==> config.mk <==
export PLATFORM = sky130hd
export DESIGN_NAME = chunked_body_deframer
export DESIGN_NICKNAME = d
export VERILOG_FILES = /design/src/hw/rtl/cbd_pkg.sv /design/src/hw/rtl/cbd_fifo.sv /design/src/hw/rtl/cbd_front.sv /design/src/hw/rtl/cbd_back.sv /design/src/hw/rtl/chunked_body_deframer.sv
export SDC_FILE = /design/constraint.sdc
export NUM_CORES = 1
export LEC_CHECK = 0
export BUFFER_PORTS_ARGS = -buffer_cell sky130_fd_sc_hd__buf_2
export CAP_MARGIN = 10
export CORE_MARGIN = 1
export CORE_UTILIZATION = 57
export CTS_BUF_LIST = sky130_fd_sc_hd__clkbuf_4 sky130_fd_sc_hd__clkbuf_8
export DETAILED_ROUTE_END_ITERATION = 6
export MAX_ROUTING_LAYER = met4
export PLACE_DENSITY_LB_ADDON = 0.15
export SETUP_SLACK_MARGIN = 0.15
export SLEW_MARGIN = 25
export SYNTH_ARGS = -nofsm -noshare
export SYNTH_HDL_FRONTEND = slang
export SYNTH_SLANG_ARGS = --single-unit
==> constraint.sdc <==
create_clock -name clk_i -period 5.4 [get_ports clk_i]
set_clock_uncertainty 0.2 [all_clocks]
set_input_delay 0.27 -clock clk_i [delete_from_list [all_inputs] [get_ports clk_i]]
set_output_delay 0.27 -clock clk_i [all_outputs]
set_load 0.01 [all_outputs]
==> src/hw/rtl/cbd_pkg.sv <==
// package for the chunked body deframer
// shared types, register indexes, byte codes and default sizes; no dependencies
package cbd_pkg;

  // register indexes of the configuration port
  localparam logic CFG_MAX_CHUNK = 1'b0;
  localparam logic CFG_EMIT      = 1'b1;

  localparam logic [31:0] MAX_CHUNK_RESET = 32'd65536;

  // default sizes
  localparam int unsigned COUNT_BITS_DEF  = 32;
  localparam int unsigned QUEUE_DEPTH_DEF = 2;

  // character codes
  localparam logic [7:0] CH_CR   = 8'd13;
  localparam logic [7:0] CH_LF   = 8'd10;
  localparam logic [7:0] CH_SEMI = 8'd59;

  // configuration seen by the back end
  typedef struct packed {
    logic [31:0] max_chunk;
    logic        emit_payload;
  } cfg_t;

  // one classified body byte, as handed from front to back
  typedef struct packed {
    logic [7:0] body_byte;
    logic       first_byte;
    logic       end_of_data;
    logic       hex_ok;
    logic [3:0] hex_val;
    logic       is_cr;
    logic       is_lf;
    logic       is_semi;
  } cls_t;

  // one result request
  typedef struct packed {
    logic [7:0]  payload_byte;
    logic        payload_valid;
    logic [2:0]  status;
    logic [31:0] raw_count;
    logic [31:0] decoded_count;
  } res_t;

  localparam int unsigned CLS_BITS = $bits(cls_t);
  localparam int unsigned RES_BITS = $bits(res_t);

endpackage

==> src/hw/rtl/cbd_fifo.sv <==
// small flip-flop queue used between the deframer stages
// generic width and depth; no dependencies
module cbd_fifo #(
  parameter int unsigned WIDTH = 8,
  parameter int unsigned DEPTH = 2
) (
  input  logic             clk_i,
  input  logic             rst_ni,
  input  logic             push_i,
  input  logic [WIDTH-1:0] data_i,
  output logic             full_o,
  input  logic             pop_i,
  output logic [WIDTH-1:0] data_o,
  output logic             empty_o
);

  localparam int unsigned PTR_BITS = (DEPTH > 1) ? $clog2(DEPTH) : 1;
  localparam int unsigned CNT_BITS = $clog2(DEPTH + 1);

  logic [WIDTH-1:0]    mem_q [DEPTH];
  logic [PTR_BITS-1:0] wr_ptr_q, wr_ptr_d, rd_ptr_q, rd_ptr_d;
  logic [CNT_BITS-1:0] count_q, count_d;
  logic                do_push, do_pop;

  assign full_o  = (count_q == CNT_BITS'(DEPTH));
  assign empty_o = (count_q == '0);
  assign do_push = push_i && !full_o;
  assign do_pop  = pop_i && !empty_o;
  assign data_o  = mem_q[rd_ptr_q];

  // pointer and count update
  always_comb begin
    wr_ptr_d = wr_ptr_q;
    rd_ptr_d = rd_ptr_q;
    count_d  = count_q;
    if (do_push) begin
      wr_ptr_d = (wr_ptr_q == PTR_BITS'(DEPTH - 1)) ? '0 : wr_ptr_q + PTR_BITS'(1);
    end
    if (do_pop) begin
      rd_ptr_d = (rd_ptr_q == PTR_BITS'(DEPTH - 1)) ? '0 : rd_ptr_q + PTR_BITS'(1);
    end
    if (do_push && !do_pop) begin
      count_d = count_q + CNT_BITS'(1);
    end else if (do_pop && !do_push) begin
      count_d = count_q - CNT_BITS'(1);
    end
  end

  always_ff @(posedge clk_i or negedge rst_ni) begin
    if (!rst_ni) begin
      wr_ptr_q <= '0;
      rd_ptr_q <= '0;
      count_q  <= '0;
    end else begin
      wr_ptr_q <= wr_ptr_d;
      rd_ptr_q <= rd_ptr_d;
      count_q  <= count_d;
    end
  end

  // storage, no reset needed
  always_ff @(posedge clk_i) begin
    if (do_push) begin
      mem_q[wr_ptr_q] <= data_i;
    end
  end

endmodule

==> src/hw/rtl/cbd_front.sv <==
// front end: takes body bytes and classifies them for the back end
// depends on cbd_pkg
module cbd_front import cbd_pkg::*; (
  input  logic       push,
  output logic       full,
  input  logic [7:0] body_byte_i,
  input  logic       first_byte_i,
  input  logic       end_of_data_i,
  input  logic       q_full_i,
  output logic       q_push_o,
  output cls_t       q_item_o
);

  logic is_dec, is_lower, is_upper;

  // handshake towards the class queue
  assign full     = q_full_i;
  assign q_push_o = push && !q_full_i;

  // hex digit decode
  assign is_dec   = (body_byte_i >= 8'd48) && (body_byte_i <= 8'd57);
  assign is_lower = (body_byte_i >= 8'd97) && (body_byte_i <= 8'd102);
  assign is_upper = (body_byte_i >= 8'd65) && (body_byte_i <= 8'd70);

  always_comb begin
    q_item_o.body_byte   = body_byte_i;
    q_item_o.first_byte  = first_byte_i;
    q_item_o.end_of_data = end_of_data_i;
    q_item_o.hex_ok      = is_dec || is_lower || is_upper;
    q_item_o.hex_val     = is_dec ? body_byte_i[3:0] : body_byte_i[3:0] + 4'd9;
    q_item_o.is_cr       = (body_byte_i == CH_CR);
    q_item_o.is_lf       = (body_byte_i == CH_LF);
    q_item_o.is_semi     = (body_byte_i == CH_SEMI);
  end

endmodule

==> src/hw/rtl/cbd_back.sv <==
// back end: framing state machine, chunk size tracking and byte counters
// depends on cbd_pkg
module cbd_back import cbd_pkg::*; #(
  parameter int unsigned COUNT_BITS = COUNT_BITS_DEF
) (
  input  logic clk_i,
  input  logic rst_ni,
  input  cfg_t cfg_i,
  input  logic in_empty_i,
  input  cls_t in_item_i,
  output logic in_pop_o,
  input  logic out_full_i,
  output logic out_push_o,
  output res_t out_res_o
);

  // framing phases
  localparam logic [3:0] P_SIZE     = 4'd0;
  localparam logic [3:0] P_SIZE_LF  = 4'd1;
  localparam logic [3:0] P_EXT      = 4'd2;
  localparam logic [3:0] P_EXT_CR   = 4'd3;
  localparam logic [3:0] P_DATA     = 4'd4;
  localparam logic [3:0] P_DATA_CR  = 4'd5;
  localparam logic [3:0] P_DATA_LF  = 4'd6;
  localparam logic [3:0] P_TR_START = 4'd7;
  localparam logic [3:0] P_TR_LINE  = 4'd8;
  localparam logic [3:0] P_TR_CR    = 4'd9;
  localparam logic [3:0] P_TR_END   = 4'd10;
  localparam logic [3:0] P_DONE     = 4'd11;
  localparam logic [3:0] P_BAD      = 4'd12;
  localparam logic [3:0] P_BIG      = 4'd13;
  localparam logic [3:0] P_SHORT    = 4'd14;

  // status codes
  localparam logic [2:0] ST_BUSY  = 3'd0;
  localparam logic [2:0] ST_DONE  = 3'd1;
  localparam logic [2:0] ST_BAD   = 3'd2;
  localparam logic [2:0] ST_BIG   = 3'd3;
  localparam logic [2:0] ST_SHORT = 3'd4;

  localparam logic [COUNT_BITS-1:0] CNT_ONE = {{(COUNT_BITS-1){1'b0}}, 1'b1};

  function automatic logic [2:0] status_of(logic [3:0] p);
    logic [2:0] s;
    unique case (p)
      P_DONE:  s = ST_DONE;
      P_BAD:   s = ST_BAD;
      P_BIG:   s = ST_BIG;
      P_SHORT: s = ST_SHORT;
      default: s = ST_BUSY;
    endcase
    return s;
  endfunction

  logic [3:0]            phase_q, phase_d, ph;
  logic [31:0]           chunk_left_q, chunk_left_d, cl;
  logic                  saw_digit_q, saw_digit_d, sd;
  logic [COUNT_BITS-1:0] consumed_q, consumed_d, cons;
  logic [COUNT_BITS-1:0] decoded_q, decoded_d, dec;
  logic [35:0]           size_next;
  logic [7:0]            pb;
  logic                  pv;
  logic                  fire;
  logic [63:0]           cons_ext, dec_ext;

  // one request moves whenever a classified byte waits and a result slot is free
  assign fire       = !in_empty_i && !out_full_i;
  assign in_pop_o   = fire;
  assign out_push_o = fire;

  // first byte restart view of the state
  always_comb begin
    if (in_item_i.first_byte) begin
      ph   = P_SIZE;
      cl   = '0;
      sd   = 1'b0;
      cons = '0;
      dec  = '0;
    end else begin
      ph   = phase_q;
      cl   = chunk_left_q;
      sd   = saw_digit_q;
      cons = consumed_q;
      dec  = decoded_q;
    end
  end

  assign size_next = {cl, in_item_i.hex_val};

  // framing step for one byte
  always_comb begin
    phase_d      = ph;
    chunk_left_d = cl;
    saw_digit_d  = sd;
    consumed_d   = cons;
    decoded_d    = dec;
    pb           = 8'd0;
    pv           = 1'b0;
    if (status_of(ph) == ST_BUSY) begin
      consumed_d = cons + CNT_ONE;
      unique case (ph)
        P_SIZE: begin
          if (in_item_i.hex_ok) begin
            saw_digit_d = 1'b1;
            if (size_next > {4'd0, cfg_i.max_chunk}) begin
              phase_d = P_BIG;
            end else begin
              chunk_left_d = size_next[31:0];
            end
          end else if (!sd) begin
            phase_d = P_BAD;
          end else if (in_item_i.is_semi) begin
            phase_d = P_EXT;
          end else if (in_item_i.is_cr) begin
            phase_d = P_SIZE_LF;
          end else begin
            phase_d = P_BAD;
          end
        end
        P_SIZE_LF: begin
          if (in_item_i.is_lf) begin
            phase_d = (cl == '0) ? P_TR_START : P_DATA;
          end else begin
            phase_d = P_BAD;
          end
        end
        P_EXT: begin
          if (in_item_i.is_cr) phase_d = P_EXT_CR;
        end
        P_EXT_CR: begin
          if (in_item_i.is_lf) begin
            phase_d = (cl == '0) ? P_TR_START : P_DATA;
          end else if (!in_item_i.is_cr) begin
            phase_d = P_EXT;
          end
        end
        P_DATA: begin
          if (cl == '0) begin
            // data phase always opens with a nonzero size
            phase_d = in_item_i.is_cr ? P_DATA_LF : P_BAD;
          end else begin
            if (cfg_i.emit_payload) begin
              pb        = in_item_i.body_byte;
              pv        = 1'b1;
              decoded_d = dec + CNT_ONE;
            end
            chunk_left_d = cl - 32'd1;
            if (cl == 32'd1) phase_d = P_DATA_CR;
          end
        end
        P_DATA_CR: begin
          phase_d = in_item_i.is_cr ? P_DATA_LF : P_BAD;
        end
        P_DATA_LF: begin
          if (in_item_i.is_lf) begin
            phase_d      = P_SIZE;
            chunk_left_d = '0;
            saw_digit_d  = 1'b0;
          end else begin
            phase_d = P_BAD;
          end
        end
        P_TR_START: begin
          phase_d = in_item_i.is_cr ? P_TR_END : P_TR_LINE;
        end
        P_TR_LINE: begin
          if (in_item_i.is_cr) phase_d = P_TR_CR;
        end
        P_TR_CR: begin
          if (in_item_i.is_lf) begin
            phase_d = P_TR_START;
          end else if (!in_item_i.is_cr) begin
            phase_d = P_TR_LINE;
          end
        end
        P_TR_END: begin
          phase_d = in_item_i.is_lf ? P_DONE : P_BAD;
        end
        default: begin
          phase_d = P_BAD;
        end
      endcase
      // early end of input
      if (in_item_i.end_of_data && (status_of(phase_d) == ST_BUSY)) begin
        phase_d = P_SHORT;
      end
    end
  end

  // result request, counters reported in their low 32 bits
  assign cons_ext = 64'(consumed_d);
  assign dec_ext  = 64'(decoded_d);

  always_comb begin
    out_res_o.payload_byte  = pb;
    out_res_o.payload_valid = pv;
    out_res_o.status        = status_of(phase_d);
    out_res_o.raw_count     = cons_ext[31:0];
    out_res_o.decoded_count = dec_ext[31:0];
  end

  always_ff @(posedge clk_i or negedge rst_ni) begin
    if (!rst_ni) begin
      phase_q      <= P_SIZE;
      chunk_left_q <= '0;
      saw_digit_q  <= 1'b0;
      consumed_q   <= '0;
      decoded_q    <= '0;
    end else if (fire) begin
      phase_q      <= phase_d;
      chunk_left_q <= chunk_left_d;
      saw_digit_q  <= saw_digit_d;
      consumed_q   <= consumed_d;
      decoded_q    <= decoded_d;
    end
  end

  // data phase never holds an exhausted chunk
  a_data_nonzero: assert property (@(posedge clk_i) disable iff (!rst_ni)
    (phase_q == P_DATA) |-> (chunk_left_q != '0))
    else $error("data phase with zero bytes left");

  // payload only leaves in decode mode
  a_emit_only: assert property (@(posedge clk_i) disable iff (!rst_ni)
    (fire && out_res_o.payload_valid) |-> cfg_i.emit_payload)
    else $error("payload passed out in validate mode");

  // final status holds until the next first byte
  a_sticky: assert property (@(posedge clk_i) disable iff (!rst_ni)
    (fire && !in_item_i.first_byte && (status_of(phase_q) != ST_BUSY))
      |=> (phase_q == $past(phase_q)) && (consumed_q == $past(consumed_q)))
    else $error("final status left without restart");

  // a size digit only lands in the chunk counter while within the limit
  a_size_limit: assert property (@(posedge clk_i) disable iff (!rst_ni)
    (fire && (ph == P_SIZE) && in_item_i.hex_ok && (phase_d != P_BIG))
      |-> (chunk_left_d <= cfg_i.max_chunk))
    else $error("chunk size above limit accepted");

endmodule

==> src/hw/rtl/chunked_body_deframer.sv <==
// top level of the chunked body deframer: configuration registers and the two queues
// depends on cbd_pkg, cbd_front, cbd_fifo, cbd_back

// Checks HTTP/1.1 chunked transfer coding one body byte per request and returns one
// result per byte: the decoded data byte (in decode mode), the framing status and the
// raw and decoded byte counts. The block sustains one byte per clock cycle when nothing
// stalls; a pushed byte is stored in the class queue, and when the back end fires,
// its result is written to the result queue, where it shows on the result ports and
// can be popped. That rate is set by the back end's state update, whose longest
// path is the size-digit shift-add and compare against max_chunk. A short queue sits
// between the classifying front end and the back end, and another holds results, so
// either side may stall without stopping the other. Configuration writes are always
// taken (ready is tied high) and must only happen while the block is idle.
module chunked_body_deframer import cbd_pkg::*; #(
  parameter int unsigned COUNT_BITS  = COUNT_BITS_DEF,
  parameter int unsigned QUEUE_DEPTH = QUEUE_DEPTH_DEF
) (
  input  logic        clk_i,
  input  logic        rst_ni,
  // byte input
  input  logic        push,
  output logic        full,
  input  logic [7:0]  body_byte_i,
  input  logic        first_byte_i,
  input  logic        end_of_data_i,
  // results
  output logic        empty,
  input  logic        pop,
  output logic [7:0]  payload_byte_o,
  output logic        payload_valid_o,
  output logic [2:0]  status_o,
  output logic [31:0] raw_count_o,
  output logic [31:0] decoded_count_o,
  // configuration writes
  input  logic        cfg_valid_i,
  output logic        cfg_ready_o,
  input  logic        cfg_index_i,
  input  logic [31:0] cfg_data_i
);

  logic [31:0] max_chunk_q;
  logic        emit_payload_q;
  cfg_t        cfg;
  logic        cls_push, cls_full, cls_pop, cls_empty;
  cls_t        cls_in, cls_out;
  logic        res_push, res_full;
  res_t        res_in, res_out;

  // configuration registers
  assign cfg_ready_o = 1'b1;

  always_ff @(posedge clk_i or negedge rst_ni) begin
    if (!rst_ni) begin
      max_chunk_q    <= MAX_CHUNK_RESET;
      emit_payload_q <= 1'b0;
    end else if (cfg_valid_i) begin
      unique case (cfg_index_i)
        CFG_MAX_CHUNK: max_chunk_q    <= cfg_data_i;
        CFG_EMIT:      emit_payload_q <= cfg_data_i[0];
      endcase
    end
  end

  assign cfg.max_chunk    = max_chunk_q;
  assign cfg.emit_payload = emit_payload_q;

  // front end: accept and classify
  cbd_front u_front (
    .push          (push),
    .full          (full),
    .body_byte_i   (body_byte_i),
    .first_byte_i  (first_byte_i),
    .end_of_data_i (end_of_data_i),
    .q_full_i      (cls_full),
    .q_push_o      (cls_push),
    .q_item_o      (cls_in)
  );

  // queue of classified bytes
  cbd_fifo #(
    .WIDTH (CLS_BITS),
    .DEPTH (QUEUE_DEPTH)
  ) u_cls_q (
    .clk_i   (clk_i),
    .rst_ni  (rst_ni),
    .push_i  (cls_push),
    .data_i  (cls_in),
    .full_o  (cls_full),
    .pop_i   (cls_pop),
    .data_o  (cls_out),
    .empty_o (cls_empty)
  );

  // back end: framing state machine
  cbd_back #(
    .COUNT_BITS (COUNT_BITS)
  ) u_back (
    .clk_i      (clk_i),
    .rst_ni     (rst_ni),
    .cfg_i      (cfg),
    .in_empty_i (cls_empty),
    .in_item_i  (cls_out),
    .in_pop_o   (cls_pop),
    .out_full_i (res_full),
    .out_push_o (res_push),
    .out_res_o  (res_in)
  );

  // result queue
  cbd_fifo #(
    .WIDTH (RES_BITS),
    .DEPTH (QUEUE_DEPTH)
  ) u_res_q (
    .clk_i   (clk_i),
    .rst_ni  (rst_ni),
    .push_i  (res_push),
    .data_i  (res_in),
    .full_o  (res_full),
    .pop_i   (pop),
    .data_o  (res_out),
    .empty_o (empty)
  );

  assign payload_byte_o  = res_out.payload_byte;
  assign payload_valid_o = res_out.payload_valid;
  assign status_o        = res_out.status;
  assign raw_count_o     = res_out.raw_count;
  assign decoded_count_o = res_out.decoded_count;

endmodule
* Word level (Yosys, flattened, before mapping)
Memory sizes are Yosys's and may differ from the RTL's. Index checks and enable logic that the tools add are counted.
Storage, ports and cells: output and inout bits 79, register bits 142, word-level logic and storage cells 165, memories kept 2, RAM bits 188, input bits 48
Memory list:
- u_res_q.mem_q | words 2, width 76, read ports 1, clocked after Yosys merged registers in 0, wr ports 1, RTL line cbd_fifo.sv:20 | logic [WIDTH-1:0] mem_q [DEPTH];
- u_cls_q.mem_q | words 2, width 18, read ports 1, clocked after Yosys merged registers in 0, wr ports 1, RTL line cbd_fifo.sv:20
Operators by class: multiplexer cells 68, add/subtract/negate cells 12, order comparisons 7, eq/ne operators 28, reductions and logical operators 34, bitwise logic cells 1
Operators with widths (count):
- $mux 32 | 13
- $pmux 32 s3 | 1
- $mux 4 | 21
- $add 32x1->32 const B | 2
- $eq 4x4->1 const B | 15
- $pmux 4 s11 | 1
- $gt 36x32->1 | 1
- $pmux 3 s4 | 3
- $eq 32x1->1 const B | 1
- $logic_not 32->1 | 1
- $mux 8 | 4
- $sub 32x1->32 const B | 1
- $eq 4x3->1 const B | 4
- $eq 8x4->1 const B | 2
- $ge 8x7->1 const B | 2
- $le 8x7->1 const B | 2
- $mux 1 | 16
- $logic_and 1x1->1 | 14
- $mux 2 | 6
- $eq 4x2->1 const B | 2
- $eq 8x6->1 const B | 1
- $ge 8x6->1 const B | 1
- $le 8x6->1 const B | 1
- $logic_not 1->1 | 8
- other kinds (15) | 27

* Depth between registers and ports, before layout
Gate-level depths: netlist (run 1). An unclocked memory read counts as a cell.
depth in word-level cells 16, gate-level depth with buffers 18, depth with buffers taken out 12

* Cells and area by module
Synthesis (run 1) repeated with hierarchy kept, for this count alone.
Unflattened totals: cell total of the unflattened synthesis 1613, area total of the unflattened synthesis 17909.7 µm²
Modules (own cells, without submodules):
- cbd_back | seq. area each 2527.4 µm², cells an instance 1162, times used 1, area each 8757.1 µm²
- cbd_fifo at u_res_q | seq. area each 4664.5 µm², cells an instance 256, times used 1, area each 5816.8 µm²
- cbd_fifo at u_cls_q | seq. area each 1181.1 µm², cells an instance 75, times used 1, area each 1545.2 µm²
- chunked_body_deframer | seq. area each 827.0 µm², cells an instance 74, times used 1, area each 1411.4 µm²
- cbd_front | seq. area each 0.0 µm², cells an instance 46, times used 1, area each 379.1 µm²

* Least setup slack after synthesis (run 1)
Ideal clock, no wire load.
kind register to register, start register u_res_q.count_q[1], end memory u_res_q.mem_q[0][0] (netlist bit), enable pin, setup time 0.511 ns, path slack 0.346 ns, period minus slack after synthesis 5.054 ns, arrival 4.343 ns, stages on the path, launching flop included 7, data required time 4.689 ns, buffers on the path 3, path through dfrtp_1 -> inv_1 -> o22ai_1 -> clkbuf_1 -> clkbuf_1 -> buf_1 -> nor2_1
Between the ends: word-level cells in the longest chain between the ends 6
RTL lines:
- from (decl) | RTL line cbd_fifo.sv:22 | logic [CNT_BITS-1:0] count_q, count_d;
- from (signal assigned) | RTL line cbd_fifo.sv:57 | count_q <= count_d;
- $eq 2x2->1 * | RTL line cbd_fifo.sv:25 | assign full_o = (count_q == CNT_BITS'(DEPTH));
- $logic_not 1->1 * | RTL line cbd_fifo.sv:27, cbd_back.sv:67
- $logic_and 1x1->1 | RTL line cbd_back.sv:67 | assign fire = !in_empty_i && !out_full_i;
- $logic_and 1x1->1 * | RTL line cbd_fifo.sv:27 | assign do_push = push_i && !full_o;
- $mux 1 * | RTL line cbd_fifo.sv:63 | if (do_push) begin
- $mux 1 (not written as such) * | RTL line cbd_fifo.sv:64 | mem_q[wr_ptr_q] <= data_i;
- to (decl) | RTL line cbd_fifo.sv:20
Every way passes the cells marked *; elsewhere a longest branch is shown, timed or not.

==> flow_summary_export.csv, run 1 <==
group,metric,value,unit
status,outcome,"finished, final reports clean",
synth,synth_mux_area_frac,0.0809,
final_layout,final_common_cell,"nand2_1",
synth,synth_nets,1686,
timing,worst_hold_slack,60.6,ps
synth,synth_cell_types,81,
setup_path,path_class,"register to register",
timing,hold_viol,0,
placed_design,dp_hpwl,25.9,mm
clocking,cts_resized,0,
floorplanning,initial_core_util,0.585,
flow_run,cap_viol_max_count,0,
setup_path,worstPathArrival,4950,ps
global_routing,grt_max_degree,108,
placed_design,gp_congestion,0.895,
synth,ys_seq_area_frac,0.542,
setup_path,ff2ff_setup_slack,580,ps
hold_path,min_to,"max_chunk_q[16]",
global_routing,grt_antenna_before_repair,0,
pwr,p_per_area,562,mW/mm^2
hold_path,hold_depth,5,
hold_path,hp-class,"primary input to register",
final_layout,diodes,0,
floorplanning,die_h,175,um
clocking,cts_tree,"built",
timing,setup_viol,0,
pwr,p_leak,8.09,nW
synth,yosysWarnings,0,
clocking,cts_buffer_depth,3,
route,viasPerCell,5.85,
synth,avgSynthCellArea,10.6,um^2
timing,worstMarginPinSlew,1060,ps
global_routing,grt_pass1_wl,66.0,mm
clocking,clock_sinks,330,
synth,synth_cells,1600,
route,vias,13000,
setup_path,cp_max_fo,28,
hold_path,hold_path.startpoint,"cfg_index_i",
synth,synth-compound-area-share,0.129,
pwr,power,11.2,mW
synth,ys_async_sr_fraction,0.430,
setup_path,r2r_end,"u_res_q.mem_q[0][66]",
final_layout,final_cell_mix,"200 x nand2_1, 188 x edfxtp_1, 141 x o21ai_0",
synth,synthFlopType,"edfxtp_1",
setup_path,endpoint_kind,"register",
timing,slew_headroom,0.289,
clocking,clk_latency,600,ps
clocking,clk_root_buffer_cell,"clkbuf_8",
clocking,cts.htree.levels,2,
route,post_drt_wl_per_cell,18.2,um
setup_path,required,5540,ps
global_routing,grt-ovfl-total,0,
placed_design,placement.io_buffers,125,
floorplanning,rows,62,
floorplanning,die_w,175,um
final_layout,final_nets,1882,
synth,synth_xor_area_frac,0.0403,
timing,grt_setup_unrepaired,"no",
setup_path,reg2reg_from,"u_cls_q.rd_ptr_q",
final_layout,drive_gt1_frac,0.202,
route,first_iter_violations,1000,
setup_path,worstSetupStartpointType,"register",
route,drt_first_pass_iters,7,
global_routing,grt_pass1_vias,13100,
synth,synthSimpleGateAreaFrac,0.143,
timing,fmax,208,MHz
clocking,path_clk_slew,60,ps
timing,period_needed,4820,ps
global_routing,grt_usage,0.279,
route,postRouteAntennaNets,0,
clocking,cts_hold_buf,69,
setup_path,critPathLaunch,"u_cls_q.rd_ptr_q",
pwr,ir_drop,0.000312,V
synth,synth-edff-count,188,
synth,synth-adder-area-share,0.0280,
clocking,cts_setup_buffers,0,
timing,fin_crit_sh,0.892,
final_layout,area_delta_synth_final,18.0,%
timing,finalSetupTns,0,ps
synth,synth_top_family_by_area,"simple AND/OR/NAND/NOR gates",
timing,slew_violations,0,
floorplanning,die_area,0.0305,mm^2
setup_path,r2r_cells,12,
route,drc,0,
floorplanning,core,0.0290,mm^2
synth,ys_seq_elements,330,
floorplanning,io_pins,127,
synth,synth_area,0.0170,mm^2
clocking,cts_buffers,55,
route,drt-total-wl,40.6,mm
==> worst max-delay path, stage by stage (launching register included) <==
cell and delay, ps:
dfrtp_1 400, mux2i_4 790, nand2_1 230, inv_1 140, ha_1 150, nand4_1 180, or4_1 640, nor4_1 210
a21boi_0 500, o31ai_4 120, o32ai_1 530, o21ai_0 260, nor2b_1 200
==> power by group <==
group | leakage (nW) | switching (mW) | internal, mW
logic | 3.81 | 2.94 | 1.70
clock network | 0.676 | 1.01 | 1.49
registers | 3.61 | 0.408 | 3.70
total | 8.09 | 4.36 | 6.89
==> sequential cells by signal (all words and copies together) (netlist names) <==
name / count
u_cls_q.mem_q: 36
u_back.saw_digit_q: 1
u_res_q.wr_ptr_q: 1
u_back.chunk_left_q: 32
u_res_q.mem_q: 152
emit_payload_q: 1
u_cls_q.rd_ptr_q: 1
u_back.consumed_q: 32
u_cls_q.count_q: 2
u_cls_q.wr_ptr_q: 1
u_back.phase_q: 4
max_chunk_q: 32
u_back.decoded_q: 32
u_res_q.count_q: 2
u_res_q.rd_ptr_q: 1
==> per-layer routing <==
layer,track usage,vias to the layer above,part of all wire
met1,0.343,6355,0.42
li1,-,6192,-
met3,0.0352,89,0.047
met2,0.466,397,0.50
met4,0.115,0,0.036
met5,-,-,0
==> cell families after synthesis <==
group | count (synthesis)
xor+xnor | 78
flops | 330
other cells | 1
fa+ha+maj | 38
mux | 125
buf+inv | 160
compound gates | 354
simple gates | 514
==> layout make-up <==
cell class | instances | area [um^2]
repair buffers | 223 | 1580
multi-input cells | 1110 | 7210
clock buffers | 83 | 1010
well taps | 384 | 480
fillers | 2213 | 8980
flip-flops and latches | 330 | 9200
inverters | 76 | 285
clock inverters | 21 | 263
==> per-stage QoR <==
stage | cell area, um^2 | util | worst slack (ps) | std cells
floorplan | 17000 | - | 346 | 1600
global placement | 18000 | 0.621 | 760 | 2052
global route | 20000 | 0.690 | 263 | 2227
detailed placement | 18000 | 0.622 | 615 | 2053
finish | 20000 | 0.690 | 581 | 2227
CTS | 20000 | 0.689 | 612 | 2226
==> worst max path at each step <==
stage	endpoint	slack, ps	cells after the start
after floorplan	u_res_q.mem_q[0][0]	350	6
after global placement	u_res_q.mem_q[0][66]	760	12
after detailed placement	u_res_q.mem_q[0][66]	620	12
after CTS	u_res_q.mem_q[0][66]	610	12
after global routing	u_res_q.mem_q[0][66]	260	12
final	u_res_q.mem_q[0][66]	580	12
==> synth_stat cells, types with 3 or more instances <==
cell / number / share of area
buf_2: 5 / 0.0015
mux2_2: 93 / 0.062
a211oi_1: 5 / 0.0022
o22ai_1: 11 / 0.0041
a22oi_1: 4 / 0.0018
a32o_1: 3 / 0.0018
buf_1: 8 / 0.0018
nand3_2: 3 / 0.0018
and4_1: 7 / 0.0036
inv_1: 75 / 0.017
o211ai_1: 4 / 0.0018
nor4_1: 15 / 0.0055
and2_1: 12 / 0.0044
and3_1: 19 / 0.0070
clkbuf_1: 68 / 0.015
a21o_1: 7 / 0.0031
nand4_1: 19 / 0.0070
nand2b_1: 8 / 0.0029
o21ai_0: 142 / 0.042
a21oi_1: 68 / 0.020
o2bb2ai_1: 4 / 0.0021
nor2_1: 141 / 0.031
or4_1: 6 / 0.0027
xor2_1: 36 / 0.019
nor2b_1: 5 / 0.0018
o21a_1: 3 / 0.0013
edfxtp_1: 188 / 0.33
a221oi_1: 4 / 0.0021
nand2_1: 200 / 0.044
o31ai_1: 30 / 0.013
a2bb2oi_1: 3 / 0.0015
nor3_1: 15 / 0.0044
xnor2_1: 42 / 0.022
o2111ai_1: 3 / 0.0015
a31oi_1: 20 / 0.0074
mux2i_1: 31 / 0.018
a22o_1: 11 / 0.0057
nand3_1: 36 / 0.011
dfrtp_1: 141 / 0.21
o32ai_1: 5 / 0.0026
ha_1: 38 / 0.028
or3_1: 11 / 0.0041
Power figures use the tool's default switching activity.
==> inputs of run 2 (changes only) <==
--- a/config.mk
+++ b/config.mk
@@ -5,12 +5,12 @@
 export SDC_FILE = /design/constraint.sdc
 export NUM_CORES = 1
 export LEC_CHECK = 0
-export BUFFER_PORTS_ARGS = -buffer_cell sky130_fd_sc_hd__buf_2
 export CAP_MARGIN = 10
 export CORE_MARGIN = 1
-export CORE_UTILIZATION = 57
+export CORE_UTILIZATION = 60
 export CTS_BUF_LIST = sky130_fd_sc_hd__clkbuf_4 sky130_fd_sc_hd__clkbuf_8
 export DETAILED_ROUTE_END_ITERATION = 6
+export DONT_BUFFER_PORTS = 1
 export MAX_ROUTING_LAYER = met4
 export PLACE_DENSITY_LB_ADDON = 0.15
 export SETUP_SLACK_MARGIN = 0.15
==> run 2 against run 1 <==
Effect of this change:
- fmax rose by 3.4%
- global-route usage is 1.8 points higher
- non-clock buffer count decreased by 88
- critical endpoint is now u_res_q.mem_q[1][66]
- count of clock-buffer cells in the layout fell by 9
- combinational power decreased by 6.0%
- core utilization grew 1.7 points
- die area fell by 4.9%
- sequential share of layout area is 0.87 points higher
- clock power down 10%
- register-to-register slack better by 160 ps
==> flow_summary_export.csv, run 2 (synthesized netlist as in run 1, its figures left out) <==
group,metric,value,unit
floorplanning,initial_core_util,0.611,
setup_path,required,5540,ps
final_layout,final_common_cell,"nand2_1",
clocking,clock_sinks,330,
global_routing,grt_max_degree,143,
setup_path,endpoint_kind,"register",
setup_path,worstPathArrival,4800,ps
setup_path,path_class,"register to register",
hold_path,hp-class,"primary input to register",
final_layout,drive_gt1_frac,0.137,
final_layout,largest_reg_flops,152,
global_routing,grt_pass1_vias,12500,
final_layout,area_delta_synth_final,15.8,%
status,outcome,"finished, final reports clean",
setup_path,cp_max_fo,39,
global_routing,grt-ovfl-total,0,
clocking,clk_latency,590,ps
route,vias,12800,
final_layout,final_nets,1792,
timing,finalSetupTns,0,ps
floorplanning,die_h,170,um
global_routing,grt_usage,0.296,
floorplanning,io_pins,127,
placed_design,dp_hpwl,25.1,mm
setup_path,reg2reg_from,"u_cls_q.rd_ptr_q",
pwr,p_per_area,545,mW/mm^2
floorplanning,rows,61,
timing,worst_hold_slack,46.0,ps
timing,hold_viol,0,
hold_path,hold_path.startpoint,"body_byte_i[0]",
route,viasPerCell,6.01,
clocking,cts.htree.levels,2,
hold_path,hold_depth,4,
flow_run,cap_viol_max_count,0,
route,drt-total-wl,41.1,mm
setup_path,ff2ff_setup_slack,740,ps
setup_path,cp_slowest_stage_delay,640,ps
route,drc,0,
global_routing,grt_antenna_before_repair,0,
floorplanning,die_area,0.0290,mm^2
timing,setup_viol,0,
floorplanning,die_w,170,um
placed_design,gp_congestion,0.920,
timing,fin_crit_sh,0.863,
route,post_drt_wl_per_cell,19.3,um
pwr,ir_drop,0.000379,V
final_layout,diodes,0,
placed_design,placement.io_buffers,0,
clocking,cts_buffers,53,
timing,slew_headroom,0.360,
timing,slew_violations,0,
route,drt_first_pass_iters,6,
route,postRouteAntennaNets,0,
clocking,cts_tree,"built",
setup_path,crit_chain,"mux2i_4 > buf_4 > nand2_1 > inv_1 > ha_1 > nand4_1 > or4_1 > nor4_1 > a21boi_0 > o31ai_4 > o32ai_1 > o21ai_0 > nor2b_1",
timing,grt_setup_unrepaired,"no",
setup_path,worstSetupStartpointType,"register",
timing,period_needed,4660,ps
timing,worstMarginPinSlew,959,ps
global_routing,grt_pass1_wl,65.4,mm
pwr,p_leak,7.67,nW
pwr,power,10.7,mW
final_layout,final_cell_mix,"200 x nand2_1, 188 x edfxtp_1, 141 x o21ai_0",
clocking,cts_buffer_depth,3,
setup_path,slowest_stage,"or4_1",
final_layout,largest_registers,"u_res_q.mem_q (152), u_cls_q.mem_q (36)",
timing,fmax,215,MHz
route,first_iter_violations,1170,
setup_path,r2r_end,"u_res_q.mem_q[1][66]",
floorplanning,core,0.0278,mm^2
final_layout,top_register,"u_res_q.mem_q",
hold_path,min_to,"u_cls_q.mem_q[0][7]",
clocking,path_clk_slew,60,ps
setup_path,r2r_cells,13,
clocking,clk_root_buffer_cell,"clkbuf_8",
run 2: cell types whose count changed in the layout (fill, tap and decap cells not counted), moves of 2 or more:
cell / previous run / this run
buf_16: 1 / 3
buf_2: 124 / 0
buf_4: 27 / 22
bufinv_16: 6 / 3
clkbuf_4: 21 / 16
clkbuf_8: 63 / 58
clkinv_2: 7 / 13
dlygate4sd3_1: 69 / 109
run 2: per-stage QoR:
step	setup WS (ps)	area [um^2]	util	std cells
floorplan	346	17000	-	1600
global placement	942	17300	0.624	1916
detailed placement	828	17400	0.626	1918
CTS	814	19600	0.707	2126
global route	429	19700	0.708	2127
finish	738	19700	0.708	2127
run 2: critical path, delay by kind of cell (launching register included):
family / cells / cell delay (ps)
adder cells (fa/ha/maj): 1 / 150
multiplexers: 1 / 230
flip-flops: 1 / 400
AO/OA/AOI/OAI: 4 / 1510
buffers and inverters: 2 / 530
AND/OR/NAND/NOR: 5 / 1410
run 2: per-layer routing:
layer	global-route usage	part of all wire	routed length (um)	vias to the layer above
met5	-	0	0	-
li1	-	-	-	6009
met1	0.367	0.41	17000	6224
met4	0.131	0.039	1590	0
met2	0.484	0.49	20100	438
met3	0.0449	0.058	2370	102
run 2: repair_timing:
action / in CTS / in global routing
gates resized for setup: 0 / 0
hold buffers: 110 / 0
buffers inserted: 0 / 0
endpoints found under the setup margin: 0 / 0
hold endpoints to repair: 217 / 0
run 2: worst max-delay path by stage:
stage                     slack, ps  cells after the start                   end               start
after detailed placement        830                     13  u_res_q.mem_q[1][66]    u_cls_q.rd_ptr_q
after global routing            430                     13  u_res_q.mem_q[0][66]    u_cls_q.rd_ptr_q
after floorplan                 350                      6   u_res_q.mem_q[0][0]  u_res_q.count_q[1]
after CTS                       810                     13  u_res_q.mem_q[1][66]    u_cls_q.rd_ptr_q
final                           740                     13  u_res_q.mem_q[1][66]    u_cls_q.rd_ptr_q
after global placement          940                     13  u_res_q.mem_q[0][66]    u_cls_q.rd_ptr_q
run 2: area by class of cell:
type / count / area (um^2)
Sequential cell: 330 / 9200
Tap cell: 378 / 473
Clock inverter: 24 / 201
Clock buffer: 74 / 918
Fill cell: 2064 / 8120
Inverter: 76 / 285
Timing Repair Buffer: 135 / 1360
Multi-Input combinational cell: 1110 / 7220
run 2: power breakdown:
| group | internal, mW | switching (mW) | leakage [nW] |
|---|---|---|---|
| clock | 1.25 | 0.994 | 0.601 |
| sequential | 3.69 | 0.411 | 3.61 |
| combinational | 1.47 | 2.89 | 3.46 |
